`src/hw/rtl/assert_macros.svh`:
```
// ---------------------------------------------------------------------------
// Assertion macros
// Shared concurrent assertion forms for the speed loop controller RTL.
// ---------------------------------------------------------------------------
`ifndef ASSERT_MACROS_SVH
`define ASSERT_MACROS_SVH

// Same-cycle implication, masked while reset is high.
`define ESL_ASSERT_IMP(label, clk, rst, ante, cons) \
   label: assert property (@(posedge clk) disable iff (rst) (ante) |-> (cons)) \
      else $error("same-cycle check failed");

// Next-cycle implication, masked while reset is high.
`define ESL_ASSERT_NXT(label, clk, rst, ante, cons) \
   label: assert property (@(posedge clk) disable iff (rst) (ante) |=> (cons)) \
      else $error("next-cycle check failed");

`endif

```
`src/hw/rtl/esl_pkg.sv`:
```
// ---------------------------------------------------------------------------
// esl_pkg
// Types and fixed constants of the encoder speed loop controller.
// ---------------------------------------------------------------------------
package esl_pkg;

   localparam int SETPOINT_W = 16;
   localparam int CSR_W      = 16;
   localparam int CSR_IDX_W  = 2;
   localparam int DUTY_W     = 16;
   localparam int SPEED_W    = 16;
   localparam int ERROR_W    = 17;
   localparam int POS_W      = 32;
   localparam int SUM_W      = 24;
   localparam int INDEX_W    = 6;

   // shared multiplier and datapath widths
   localparam int MUL_A_W    = 34;
   localparam int MUL_B_W    = 32;
   localparam int PROD_W     = 56;
   localparam int PART_W     = 34;
   localparam int MIX_W      = 35;
   localparam int MAG_W      = 33;
   localparam int DIV_SHIFT  = 30;

   localparam int QUEUE_DEPTH = 2;
   localparam int QPTR_W      = 1;
   localparam int QCNT_W      = 2;

   localparam logic signed [SUM_W-1:0]   SUM_MAX   = {1'b0, {(SUM_W-1){1'b1}}};
   localparam logic signed [SUM_W-1:0]   SUM_MIN   = {1'b1, {(SUM_W-1){1'b0}}};
   localparam logic signed [SPEED_W-1:0] SPEED_MAX = {1'b0, {(SPEED_W-1){1'b1}}};
   localparam logic signed [SPEED_W-1:0] SPEED_MIN = {1'b1, {(SPEED_W-1){1'b0}}};
   localparam logic signed [ERROR_W-1:0] ERR_MAX   = {1'b0, {(ERROR_W-1){1'b1}}};
   localparam logic signed [ERROR_W-1:0] ERR_MIN   = {1'b1, {(ERROR_W-1){1'b0}}};

   // register indexes
   localparam logic [CSR_IDX_W-1:0] CSR_KP_GAIN      = 2'd0;
   localparam logic [CSR_IDX_W-1:0] CSR_FILTER_ALPHA = 2'd1;
   localparam logic [CSR_IDX_W-1:0] CSR_DUTY_SCALE   = 2'd2;
   localparam logic [CSR_IDX_W-1:0] CSR_DUTY_RANGE   = 2'd3;

   localparam logic [CSR_W-1:0] KP_GAIN_RESET      = 16'd256;
   localparam logic [CSR_W-1:0] FILTER_ALPHA_RESET = 16'd32768;
   localparam logic [CSR_W-1:0] DUTY_SCALE_RESET   = 16'd256;
   localparam logic [CSR_W-1:0] DUTY_RANGE_RESET   = 16'd1024;

   typedef enum logic [1:0] {
      OP_ENC = 2'd0,
      OP_WIN = 2'd1,
      OP_CTL = 2'd2,
      OP_NOP = 2'd3
   } esl_op_type;

   typedef struct packed {
      esl_op_type                    op;
      logic                          enc_a;
      logic                          enc_b;
      logic signed [SETPOINT_W-1:0]  setpoint;
   } esl_cmd_type;

   typedef struct packed {
      logic        valid;
      esl_cmd_type cmd;
   } esl_slot_type;

endpackage

```
`src/hw/rtl/esl_front.sv`:
```
// ---------------------------------------------------------------------------
// esl_front
// Input stage: take request beats, classify the operation, offer to queue.
// ---------------------------------------------------------------------------
module esl_front (
   input  logic                                  clock,
   input  logic                                  reset,
   input  logic                                  req_valid,
   output logic                                  req_stall,
   input  logic [1:0]                            req_operation,
   input  logic                                  req_enc_a,
   input  logic                                  req_enc_b,
   input  logic signed [esl_pkg::SETPOINT_W-1:0] req_setpoint,
   output esl_pkg::esl_slot_type                 push,
   input  logic                                  push_ready
);

   logic                 slot_valid_ff;
   esl_pkg::esl_cmd_type slot_cmd_ff;
   esl_pkg::esl_cmd_type slot_cmd_in;
   logic                 accept;

   assign req_stall = slot_valid_ff && !push_ready;
   assign accept    = req_valid && !req_stall;

   always_comb begin
      slot_cmd_in.op       = esl_pkg::esl_op_type'(req_operation);
      slot_cmd_in.enc_a    = req_enc_a;
      slot_cmd_in.enc_b    = req_enc_b;
      slot_cmd_in.setpoint = req_setpoint;
   end

   always_ff @(posedge clock) begin
      if (reset) begin
         slot_valid_ff <= 1'b0;
      end else if (accept) begin
         slot_valid_ff <= 1'b1;
      end else if (push_ready) begin
         slot_valid_ff <= 1'b0;
      end
   end

   always_ff @(posedge clock) begin
      if (accept) begin
         slot_cmd_ff <= slot_cmd_in;
      end
   end

   assign push.valid = slot_valid_ff;
   assign push.cmd   = slot_cmd_ff;

endmodule

```
`src/hw/rtl/esl_queue.sv`:
```
// ---------------------------------------------------------------------------
// esl_queue
// Short command queue between front and back; each side stalls on its own.
// ---------------------------------------------------------------------------
module esl_queue (
   input  logic                  clock,
   input  logic                  reset,
   input  esl_pkg::esl_slot_type push,
   output logic                  push_ready,
   output esl_pkg::esl_slot_type head,
   input  logic                  pop
);

   esl_pkg::esl_cmd_type              entry_ff [esl_pkg::QUEUE_DEPTH];
   logic [esl_pkg::QPTR_W-1:0]        wr_ptr_ff;
   logic [esl_pkg::QPTR_W-1:0]        rd_ptr_ff;
   logic [esl_pkg::QCNT_W-1:0]        count_ff;
   logic                              do_push;
   logic                              do_pop;

   assign push_ready = count_ff != esl_pkg::QCNT_W'(esl_pkg::QUEUE_DEPTH);
   assign do_push    = push.valid && push_ready;
   assign do_pop     = pop && (count_ff != '0);

   assign head.valid = count_ff != '0;
   assign head.cmd   = entry_ff[rd_ptr_ff];

   always_ff @(posedge clock) begin
      if (reset) begin
         wr_ptr_ff <= '0;
         rd_ptr_ff <= '0;
         count_ff  <= '0;
      end else begin
         if (do_push) begin
            wr_ptr_ff <= (wr_ptr_ff == esl_pkg::QPTR_W'(esl_pkg::QUEUE_DEPTH - 1)) ?
                         '0 : wr_ptr_ff + 1'b1;
         end
         if (do_pop) begin
            rd_ptr_ff <= (rd_ptr_ff == esl_pkg::QPTR_W'(esl_pkg::QUEUE_DEPTH - 1)) ?
                         '0 : rd_ptr_ff + 1'b1;
         end
         if (do_push && !do_pop) begin
            count_ff <= count_ff + 1'b1;
         end else if (do_pop && !do_push) begin
            count_ff <= count_ff - 1'b1;
         end
      end
   end

   always_ff @(posedge clock) begin
      if (do_push) begin
         entry_ff[wr_ptr_ff] <= push.cmd;
      end
   end

endmodule

```
`src/hw/rtl/esl_back.sv`:
```
// ---------------------------------------------------------------------------
// esl_back
// Execution sequencer: position count, window average, error filter and
// drive stage around one shared multiplier; holds the result register.
// ---------------------------------------------------------------------------
`include "assert_macros.svh"

module esl_back #(
   parameter int WINDOWS_PER_AVERAGE = 4,
   parameter int COUNT_WIDTH         = 32
) (
   input  logic                                 clock,
   input  logic                                 reset,
   input  esl_pkg::esl_slot_type                head,
   output logic                                 pop,
   input  logic                                 csr_we,
   input  logic [esl_pkg::CSR_IDX_W-1:0]        csr_index,
   input  logic [esl_pkg::CSR_W-1:0]            csr_wdata,
   output logic                                 rsp_valid,
   input  logic                                 rsp_stall,
   output logic [esl_pkg::DUTY_W-1:0]           rsp_duty,
   output logic                                 rsp_direction,
   output logic signed [esl_pkg::SPEED_W-1:0]   rsp_measured_speed,
   output logic signed [esl_pkg::ERROR_W-1:0]   rsp_filtered_error,
   output logic signed [esl_pkg::POS_W-1:0]     rsp_position
);

   localparam int SUM_W = esl_pkg::SUM_W;
   localparam int DW    = (COUNT_WIDTH > SUM_W + 1) ? COUNT_WIDTH : SUM_W + 1;
   localparam logic [esl_pkg::DIV_SHIFT:0] RECIP =
      (esl_pkg::DIV_SHIFT + 1)'((64'd1 << esl_pkg::DIV_SHIFT) / WINDOWS_PER_AVERAGE);

   typedef enum logic [4:0] {
      S_IDLE, S_WIN1, S_WIN2, S_DIV0, S_DIV1, S_DIV2, S_DIV3,
      S_MIX0, S_MIX1, S_MIX2, S_MIX3,
      S_DRV1, S_DRV2, S_DRV3, S_DRV4, S_DRV5, S_OUT
   } state_type;

   state_type                                state_ff;
   esl_pkg::esl_cmd_type                     cmd_ff;
   logic [esl_pkg::CSR_W-1:0]                kp_ff, alpha_ff, scale_ff, range_ff;

   logic [COUNT_WIDTH-1:0]                   pos_ff, start_ff;
   logic                                     last_a_ff;
   logic signed [SUM_W-1:0]                  sum_ff, delta_ff;
   logic [esl_pkg::INDEX_W-1:0]              index_ff;
   logic signed [esl_pkg::SPEED_W-1:0]       speed_ff;
   logic signed [esl_pkg::ERROR_W-1:0]       err_ff;
   logic [esl_pkg::DUTY_W-1:0]               duty_ff;
   logic                                     dir_ff;

   logic                                     neg_ff;
   logic [SUM_W-1:0]                         x_ff;
   logic [SUM_W:0]                           q_ff;
   logic signed [esl_pkg::ERROR_W-1:0]       raw_ff;
   logic signed [esl_pkg::PART_W-1:0]        acc_ff, drive_ff;
   logic [esl_pkg::MAG_W-1:0]                mag_ff;
   logic signed [esl_pkg::PROD_W-1:0]        prod_ff;

   logic                                     rsp_valid_ff;
   logic [esl_pkg::DUTY_W-1:0]               rsp_duty_ff;
   logic                                     rsp_dir_ff;
   logic signed [esl_pkg::SPEED_W-1:0]       rsp_speed_ff;
   logic signed [esl_pkg::ERROR_W-1:0]       rsp_err_ff;
   logic signed [esl_pkg::POS_W-1:0]         rsp_pos_ff;

   logic signed [esl_pkg::MUL_A_W-1:0]       mul_a;
   logic signed [esl_pkg::MUL_B_W-1:0]       mul_b;
   logic signed [esl_pkg::MUL_A_W+esl_pkg::MUL_B_W-1:0] mul_p;
   logic signed [esl_pkg::PROD_W-1:0]        prod_in;

   logic [COUNT_WIDTH-1:0]                   diff_in;
   logic signed [DW-1:0]                     dext_in;
   logic signed [SUM_W-1:0]                  delta_in;
   logic signed [SUM_W:0]                    ssum_in;
   logic signed [SUM_W-1:0]                  sum_in;
   logic                                     last_window;
   logic signed [SUM_W:0]                    xneg_in;
   logic [SUM_W:0]                           q0_in;
   logic [31:0]                              qw_in;
   logic [7:0]                               rem_in;
   logic [SUM_W:0]                           q_in;
   logic signed [SUM_W+1:0]                  qs_in, spd_in;
   logic signed [esl_pkg::SPEED_W-1:0]       speed_in;
   logic signed [esl_pkg::MIX_W-1:0]         mix_in;
   logic signed [esl_pkg::MIX_W-17:0]        mixs_in;
   logic signed [esl_pkg::ERROR_W-1:0]       err_in;
   logic signed [esl_pkg::PART_W-1:0]        drive_in;
   logic [esl_pkg::MAG_W-1:0]                dq_in;
   logic [esl_pkg::DUTY_W-1:0]               duty_in;

   assign pop = (state_ff == S_IDLE) && head.valid;

   // shared multiplier: operands chosen by step
   always_comb begin
      mul_a = '0;
      mul_b = '0;
      case (state_ff)
         S_DIV1: begin
            mul_a = $signed(esl_pkg::MUL_A_W'(x_ff));
            mul_b = $signed(esl_pkg::MUL_B_W'(RECIP));
         end
         S_MIX1: begin
            mul_a = esl_pkg::MUL_A_W'(raw_ff);
            mul_b = $signed(esl_pkg::MUL_B_W'(alpha_ff));
         end
         S_MIX2: begin
            mul_a = esl_pkg::MUL_A_W'(err_ff);
            mul_b = $signed(esl_pkg::MUL_B_W'(17'h10000 - 17'(alpha_ff)));
         end
         S_DRV1: begin
            mul_a = esl_pkg::MUL_A_W'(err_ff);
            mul_b = $signed(esl_pkg::MUL_B_W'(kp_ff));
         end
         S_DRV4: begin
            mul_a = $signed(esl_pkg::MUL_A_W'(mag_ff));
            mul_b = $signed(esl_pkg::MUL_B_W'(scale_ff));
         end
         default: begin
            mul_a = '0;
            mul_b = '0;
         end
      endcase
   end

   assign mul_p   = mul_a * mul_b;
   assign prod_in = mul_p[esl_pkg::PROD_W-1:0];

   // window delta and sum, both saturated at the sum width
   assign diff_in  = pos_ff - start_ff;
   assign dext_in  = DW'($signed(diff_in));
   assign delta_in = (dext_in > DW'(esl_pkg::SUM_MAX)) ? esl_pkg::SUM_MAX :
                     (dext_in < DW'(esl_pkg::SUM_MIN)) ? esl_pkg::SUM_MIN : SUM_W'(dext_in);
   assign ssum_in  = (SUM_W+1)'(sum_ff) + (SUM_W+1)'(delta_ff);
   assign sum_in   = (ssum_in > (SUM_W+1)'(esl_pkg::SUM_MAX)) ? esl_pkg::SUM_MAX :
                     (ssum_in < (SUM_W+1)'(esl_pkg::SUM_MIN)) ? esl_pkg::SUM_MIN :
                     SUM_W'(ssum_in);
   assign last_window = (7'(index_ff) + 7'd1) >= 7'(WINDOWS_PER_AVERAGE);

   // floor division by the window count through a reciprocal and one fix-up
   assign xneg_in = (SUM_W+1)'(WINDOWS_PER_AVERAGE - 1) - (SUM_W+1)'(sum_ff);
   assign q0_in   = prod_ff[esl_pkg::DIV_SHIFT+SUM_W:esl_pkg::DIV_SHIFT];
   assign qw_in   = 32'(q0_in) * 32'(WINDOWS_PER_AVERAGE);
   assign rem_in  = 8'(32'(x_ff) - qw_in);
   assign q_in    = q0_in + (SUM_W+1)'(rem_in >= 8'(WINDOWS_PER_AVERAGE));
   assign qs_in   = $signed({1'b0, q_ff});
   assign spd_in  = neg_ff ? -qs_in : qs_in;
   assign speed_in = (spd_in > (SUM_W+2)'(esl_pkg::SPEED_MAX)) ? esl_pkg::SPEED_MAX :
                     (spd_in < (SUM_W+2)'(esl_pkg::SPEED_MIN)) ? esl_pkg::SPEED_MIN :
                     esl_pkg::SPEED_W'(spd_in);

   // error filter mix
   assign mix_in  = esl_pkg::MIX_W'(acc_ff) +
                    esl_pkg::MIX_W'($signed(prod_ff[esl_pkg::PART_W-1:0]));
   assign mixs_in = mix_in[esl_pkg::MIX_W-1:16];
   assign err_in  = (mixs_in > (esl_pkg::MIX_W-16)'(esl_pkg::ERR_MAX)) ? esl_pkg::ERR_MAX :
                    (mixs_in < (esl_pkg::MIX_W-16)'(esl_pkg::ERR_MIN)) ? esl_pkg::ERR_MIN :
                    esl_pkg::ERROR_W'(mixs_in);

   // drive stage
   assign drive_in = esl_pkg::PART_W'($signed({cmd_ff.setpoint, 8'b0})) +
                     esl_pkg::PART_W'($signed(prod_ff[esl_pkg::PART_W-1:0]));
   assign dq_in    = prod_ff[esl_pkg::MAG_W+15:16];
   assign duty_in  = (dq_in > esl_pkg::MAG_W'(range_ff)) ? range_ff :
                     dq_in[esl_pkg::DUTY_W-1:0];

   always_ff @(posedge clock) begin
      if (reset) begin
         state_ff     <= S_IDLE;
         rsp_valid_ff <= 1'b0;
         pos_ff       <= '0;
         start_ff     <= '0;
         last_a_ff    <= 1'b0;
         sum_ff       <= '0;
         index_ff     <= '0;
         speed_ff     <= '0;
         err_ff       <= '0;
         duty_ff      <= '0;
         dir_ff       <= 1'b0;
      end else begin
         // drop a taken beat; the output step reloads it on its own
         if (rsp_valid_ff && !rsp_stall && (state_ff != S_OUT)) begin
            rsp_valid_ff <= 1'b0;
         end
         case (state_ff)
            S_IDLE: begin
               if (head.valid) begin
                  cmd_ff <= head.cmd;
                  case (head.cmd.op)
                     esl_pkg::OP_ENC: begin
                        if (head.cmd.enc_a && !last_a_ff) begin
                           pos_ff <= head.cmd.enc_b ? pos_ff + 1'b1 : pos_ff - 1'b1;
                        end
                        last_a_ff <= head.cmd.enc_a;
                        state_ff  <= S_OUT;
                     end
                     esl_pkg::OP_WIN: state_ff <= S_WIN1;
                     esl_pkg::OP_CTL: state_ff <= S_DRV1;
                     default:         state_ff <= S_OUT;
                  endcase
               end
            end
            S_WIN1: begin
               delta_ff <= delta_in;
               start_ff <= pos_ff;
               state_ff <= S_WIN2;
            end
            S_WIN2: begin
               sum_ff <= sum_in;
               if (last_window) begin
                  state_ff <= S_DIV0;
               end else begin
                  index_ff <= index_ff + 1'b1;
                  state_ff <= S_OUT;
               end
            end
            S_DIV0: begin
               neg_ff   <= sum_ff[SUM_W-1];
               x_ff     <= sum_ff[SUM_W-1] ? xneg_in[SUM_W-1:0] : sum_ff[SUM_W-1:0];
               state_ff <= S_DIV1;
            end
            S_DIV1: begin
               prod_ff  <= prod_in;
               state_ff <= S_DIV2;
            end
            S_DIV2: begin
               q_ff     <= q_in;
               state_ff <= S_DIV3;
            end
            S_DIV3: begin
               speed_ff <= speed_in;
               sum_ff   <= '0;
               index_ff <= '0;
               state_ff <= S_MIX0;
            end
            S_MIX0: begin
               raw_ff   <= esl_pkg::ERROR_W'(cmd_ff.setpoint) - esl_pkg::ERROR_W'(speed_ff);
               state_ff <= S_MIX1;
            end
            S_MIX1: begin
               prod_ff  <= prod_in;
               state_ff <= S_MIX2;
            end
            S_MIX2: begin
               acc_ff   <= prod_ff[esl_pkg::PART_W-1:0];
               prod_ff  <= prod_in;
               state_ff <= S_MIX3;
            end
            S_MIX3: begin
               err_ff   <= err_in;
               state_ff <= S_OUT;
            end
            S_DRV1: begin
               prod_ff  <= prod_in;
               state_ff <= S_DRV2;
            end
            S_DRV2: begin
               drive_ff <= drive_in;
               state_ff <= S_DRV3;
            end
            S_DRV3: begin
               mag_ff   <= drive_ff[esl_pkg::PART_W-1] ?
                           esl_pkg::MAG_W'(-drive_ff) : esl_pkg::MAG_W'(drive_ff);
               state_ff <= S_DRV4;
            end
            S_DRV4: begin
               prod_ff  <= prod_in;
               state_ff <= S_DRV5;
            end
            S_DRV5: begin
               duty_ff  <= duty_in;
               dir_ff   <= drive_ff > 0;
               state_ff <= S_OUT;
            end
            S_OUT: begin
               if (!rsp_valid_ff || !rsp_stall) begin
                  rsp_valid_ff <= 1'b1;
                  rsp_duty_ff  <= duty_ff;
                  rsp_dir_ff   <= dir_ff;
                  rsp_speed_ff <= speed_ff;
                  rsp_err_ff   <= err_ff;
                  rsp_pos_ff   <= esl_pkg::POS_W'($signed(pos_ff));
                  state_ff     <= S_IDLE;
               end
            end
            default: state_ff <= S_IDLE;
         endcase
      end
   end

   always_ff @(posedge clock) begin
      if (reset) begin
         kp_ff    <= esl_pkg::KP_GAIN_RESET;
         alpha_ff <= esl_pkg::FILTER_ALPHA_RESET;
         scale_ff <= esl_pkg::DUTY_SCALE_RESET;
         range_ff <= esl_pkg::DUTY_RANGE_RESET;
      end else if (csr_we) begin
         case (csr_index)
            esl_pkg::CSR_KP_GAIN:      kp_ff    <= csr_wdata;
            esl_pkg::CSR_FILTER_ALPHA: alpha_ff <= csr_wdata;
            esl_pkg::CSR_DUTY_SCALE:   scale_ff <= csr_wdata;
            esl_pkg::CSR_DUTY_RANGE:   range_ff <= csr_wdata;
            default:                   kp_ff    <= kp_ff;
         endcase
      end
   end

   assign rsp_valid          = rsp_valid_ff;
   assign rsp_duty           = rsp_duty_ff;
   assign rsp_direction      = rsp_dir_ff;
   assign rsp_measured_speed = rsp_speed_ff;
   assign rsp_filtered_error = rsp_err_ff;
   assign rsp_position       = rsp_pos_ff;

   `ESL_ASSERT_NXT(a_pop_leaves_idle, clock, reset, pop, state_ff != S_IDLE)
   `ESL_ASSERT_NXT(a_out_holds, clock, reset, (state_ff == S_OUT) && rsp_valid_ff && rsp_stall, state_ff == S_OUT)
   `ESL_ASSERT_IMP(a_index_range, clock, reset, 1'b1, 7'(index_ff) < 7'(WINDOWS_PER_AVERAGE))
   `ESL_ASSERT_IMP(a_div_fixup, clock, reset, state_ff == S_DIV2, 9'(rem_in) < 9'(2 * WINDOWS_PER_AVERAGE))

endmodule

```
`src/hw/rtl/encoder_speed_loop_controller_core.sv`:
```
// The back sequencer takes one item at a time and finishes it before it takes the next;
// the front takes a beat while its slot is empty or the queue has room.
// Reset (synchronous, active high) zeroes the count, the average, the error and the drive,
// loads the register defaults and empties the queue; no clearing pass is needed.
// ---------------------------------------------------------------------------
// encoder_speed_loop_controller_core
// Speed loop for one motor: quadrature position count, windowed speed
// average, low-pass filtered speed error and proportional drive to duty.
// ---------------------------------------------------------------------------
module encoder_speed_loop_controller_core #(
   parameter int WINDOWS_PER_AVERAGE = 4,
   parameter int COUNT_WIDTH         = 32
) (
   input  logic                                  clock,
   input  logic                                  reset,
   // request channel
   input  logic                                  req_valid,
   output logic                                  req_stall,
   input  logic [1:0]                            req_operation,
   input  logic                                  req_enc_a,
   input  logic                                  req_enc_b,
   input  logic signed [esl_pkg::SETPOINT_W-1:0] req_setpoint,
   // configuration writes
   input  logic                                  csr_we,
   input  logic [esl_pkg::CSR_IDX_W-1:0]         csr_index,
   input  logic [esl_pkg::CSR_W-1:0]             csr_wdata,
   // response channel
   output logic                                  rsp_valid,
   input  logic                                  rsp_stall,
   output logic [esl_pkg::DUTY_W-1:0]            rsp_duty,
   output logic                                  rsp_direction,
   output logic signed [esl_pkg::SPEED_W-1:0]    rsp_measured_speed,
   output logic signed [esl_pkg::ERROR_W-1:0]    rsp_filtered_error,
   output logic signed [esl_pkg::POS_W-1:0]      rsp_position
);

   // front to queue and queue to back: valid plus classified command
   esl_pkg::esl_slot_type push;
   esl_pkg::esl_slot_type head;
   logic                  push_ready;
   logic                  pop;

   // Front: register each request beat and classify the operation code.
   esl_front u_front (
      .clock         (clock),
      .reset         (reset),
      .req_valid     (req_valid),
      .req_stall     (req_stall),
      .req_operation (req_operation),
      .req_enc_a     (req_enc_a),
      .req_enc_b     (req_enc_b),
      .req_setpoint  (req_setpoint),
      .push          (push),
      .push_ready    (push_ready)
   );

   // Queue: decouple the front from a busy back; hold up to two commands.
   esl_queue u_queue (
      .clock      (clock),
      .reset      (reset),
      .push       (push),
      .push_ready (push_ready),
      .head       (head),
      .pop        (pop)
   );

   // Back: run each command through the sequencer and drive the response
   // register, which holds its beat while the sink stalls.
   esl_back #(
      .WINDOWS_PER_AVERAGE (WINDOWS_PER_AVERAGE),
      .COUNT_WIDTH         (COUNT_WIDTH)
   ) u_back (
      .clock              (clock),
      .reset              (reset),
      .head               (head),
      .pop                (pop),
      .csr_we             (csr_we),
      .csr_index          (csr_index),
      .csr_wdata          (csr_wdata),
      .rsp_valid          (rsp_valid),
      .rsp_stall          (rsp_stall),
      .rsp_duty           (rsp_duty),
      .rsp_direction      (rsp_direction),
      .rsp_measured_speed (rsp_measured_speed),
      .rsp_filtered_error (rsp_filtered_error),
      .rsp_position       (rsp_position)
   );

endmodule
```
`config.mk`:
```
export PLATFORM = sky130hd
export DESIGN_NAME = encoder_speed_loop_controller_core
export DESIGN_NICKNAME = d
export VERILOG_FILES = /design/src/hw/rtl/esl_pkg.sv /design/src/hw/rtl/esl_front.sv /design/src/hw/rtl/esl_queue.sv /design/src/hw/rtl/esl_back.sv /design/src/hw/rtl/encoder_speed_loop_controller_core.sv
export VERILOG_INCLUDE_DIRS = /design/src /design/src/hw/rtl
export SDC_FILE = /design/constraint.sdc
export NUM_CORES = 2
export LEC_CHECK = 0
export BUFFER_PORTS_ARGS = -buffer_cell sky130_fd_sc_hd__buf_2
export CORE_ASPECT_RATIO = 0.6
export CORE_MARGIN = 3
export CORE_UTILIZATION = 33
export DETAILED_ROUTE_END_ITERATION = 7
export HOLD_SLACK_MARGIN = 0.12
export PLACE_DENSITY = 0.53
export SLEW_MARGIN = 15
export SYNTH_ARGS = -nofsm -noshare
export SYNTH_HDL_FRONTEND = slang
export SYNTH_SLANG_ARGS = --single-unit
```
`constraint.sdc`:
```
create_clock -name clock -period 11.9 [get_ports clock]
set_clock_uncertainty 0.1 [all_clocks]
set_input_delay 2.38 -clock clock [delete_from_list [all_inputs] [get_ports clock]]
set_output_delay 2.38 -clock clock [all_outputs]
set_load 0.03 [all_outputs]
```
==> run metrics <==
status=finished clean; commonest non-fill, non-tap cells in the layout=inv_1, nand2_1, fa_1, nor2_1, ha_1; final worst path period need=11.57 ns; Port Buffers=126; Crit. End Element=flip-flop; drt pass-1 iters=6; initial core utilization=33.3%; largest family of logic cells by synthesized area=adder cells; Most common cell on crit path=fa_1; commonest non-fill, non-tap cell in the layout=inv_1; Area Growth Syn to Fin=10.6%; dpl cell area=57500 um2; Syn Inst Count=5612; Die ar.=168000 um2; post-synthesis simple-gate area fraction=13.5%; Die H=319 um; vias in the first global route=39213; Post-Syn Area=53900 um2; Hold Fails Final Rpt=0; CTS tree=yes; setup repair bufs after CTS=0; sequential area share after synthesis=30.8%; first-pass GRT wire length=259 mm; RSZ-0062 raised after global routing=false; final instance area=59700 um2; Syn Area/Cell=9.61 um2; setup tns final=0 ns; post-synthesis mux area share=0.858%; Worst VDD drop=0.000167 V; Total GRT Usage=20.3%; Core Util, Final=36.9%; Max Cap Viol=0; Yosys reg bits=626; clock sinks=626; FILL cells=16337; CP arrival=11.85 ns; Max Clock Freq=0.0865 GHz; power density over the cells=125 nW/um2; Vias/cell=5.10; WP data required=12.18 ns; Worst slew margin=20.4%; Clock Tree Root=clkbuf_16; core area=162000 um2; CTS Hold Bufs=0; Wirelength per Cell=21.7 um; adder-cell share of the synthesized area=31.2%; Worst path max stage delay=1.07 ns; crit-path max FO=24; post-synthesis xor/xnor area fraction=4.53%; DRC=0; P_leak=26.1 nW; CP delay by family, top=adder cells; max-slew violations=0; CP max-delay cell=a2111oi_0; Yosys warning count=0; maximum number of pins on one net before global-route repair=75; initial antenna violation count=16; Async S/R FF share, synth=0%; CP startpoint kind=flip-flop; H-tree levels=2; worst path bufs/invs=9; GPL Wtd Cong=0.973; post-synthesis compound-gate area fraction=11.7%; Nets=6751; FP Rows=114; worst slew pin tran=1.16 ns; Distinct cells, synth=94; DR vias=40431; Routed WL=172 mm; number of synthesized flops with an enable pin=405; final worst path period share=97.2%; fraction of layout cells with a size suffix above 1=7.56%; Crit Path Category=flip-flop to flip-flop; worst min path class=flip-flop to flip-flop; grt total ovfl=0; Final setup viols=0; ys flop type=edfxtp_1; post-CTS sizing=0; CTS clk-pin slew, worst paths=0.07 ns; # IOs=127; Max Root-Sink Buffers=3; antenna viol nets, final=0; worst skew pair latency=0.71 ns; Post-DP HPWL=141 mm; TritonCTS buffer count=61; die width=528 um; initial DRC count=3867
power breakdown:
part / switching [W] / internal [W] / total (W)
clock network: 0.000920 / 0.00115 / 0.00207
logic: 0.00165 / 0.000950 / 0.00260
registers: 0.000181 / 0.00260 / 0.00278
total: 0.00275 / 0.00470 / 0.00745
synth_stat cells, types with 8 or more instances:
library cell / count / area (um2)
inv_1: 862 / 3240
nand2_1: 651 / 2440
fa_1: 585 / 11700
nor2_1: 558 / 2090
ha_1: 407 / 5090
edfxtp_1: 405 / 12200
a21oi_1: 338 / 1690
dfxtp_1: 221 / 4420
xnor2_1: 198 / 1730
clkbuf_1: 175 / 657
o21ai_0: 143 / 716
a21o_1: 98 / 736
xor2_1: 81 / 709
nand3_1: 69 / 345
nor3_1: 53 / 265
and2_1: 50 / 313
o21a_1: 48 / 360
a211oi_1: 41 / 308
nand2b_1: 41 / 257
nor2b_1: 40 / 250
o31ai_1: 30 / 225
or3_1: 30 / 188
a221oi_1: 29 / 254
a31oi_1: 27 / 169
a22oi_1: 26 / 195
mux2i_1: 26 / 260
and3_1: 25 / 156
nand4_1: 25 / 156
o21bai_1: 25 / 188
a221o_1: 22 / 220
or2_2: 20 / 125
mux2_2: 18 / 203
nand3b_1: 16 / 120
or4_1: 16 / 120
nor4_1: 14 / 87.6
o211ai_1: 14 / 105
a21boi_0: 13 / 97.6
nor3b_1: 13 / 97.6
o41ai_1: 11 / 96.3
a211oi_2: 10 / 125
buf_1: 10 / 37.5
a22o_1: 8 / 70.1
cells by family (layout without fill, tap and decap cells):
logic type               Yosys count  after routing
XOR/XNOR                         279            279
other                              1              8
adder cells (fa/ha/maj)          992            992
buffers and inverters           1060           1216
flip-flops                       626            626
AND/OR/NAND/NOR                 1647           1647
AO/OA/AOI/OAI                    963            963
multiplexers                      44             44
flip-flops by register name, indices dropped and copies added, names as in the netlist, 17 cells and up, named ones only:
register                   count
u_back.rsp_position           32
u_back.x_ff                   24
u_back.rsp_filtered_error     17
u_back.start_ff               32
u_back.drive_ff               34
u_queue.entry_ff              40
u_back.pos_ff                 32
u_back.acc_ff                 34
u_back.delta_ff               24
u_back.prod_ff                55
u_back.sum_ff                 24
u_back.q_ff                   25
u_front.push                  20
u_back.err_ff                 17
u_back.mag_ff                 33
u_back.raw_ff                 17
metrics by stage:
stage	setup WS, ns	hold slack (ns)	power, W	cells
final	0.334	0.333	0.00745	7921
after global routing	0.0152	0.340	0.00786	7916
after CTS	0.304	0.327	0.00747	7913
after detailed placement	0.360	0.315	0.00537	7797
after global placement	0.634	0.312	0.00533	7797
after floorplan	2.41	0.302	0.00458	5613
routing by layer:
layer / vias up / wire length (um) / track usage [%]
met5: - / 220 / 0.806
met1: 20150 / 85700 / 32.3
met2: 1372 / 65700 / 26.8
met3: 152 / 17400 / 6.13
met4: 6 / 2700 / 3.17
li1: 18751 / - / -
worst paths after layout:
check                                        start                      endpoint  slack, ns  cells after the start
worst max-delay path            u_back.state_ff[4]            u_back.prod_ff[54]       0.33                     35
worst min-delay path            u_back.speed_ff[6]  u_back.rsp_measured_speed[6]       0.33                      0
worst max register to register  u_back.state_ff[4]            u_back.prod_ff[54]       0.33                     35
worst min register to register  u_back.speed_ff[6]  u_back.rsp_measured_speed[6]       0.33                      0
final cells by class:
class	count	area, um2	share of cell area, %
multi-input combinational	3927	33500	56.2
sequential	626	16600	27.8
inverter	862	3240	5.42
tap	2146	2690	4.50
clock buffer	85	1730	2.90
timing repair buffer	238	1520	2.54
clock inverter	31	364	0.610
antenna	6	15.0	0.0252
(Power assumes the default switching activity.)
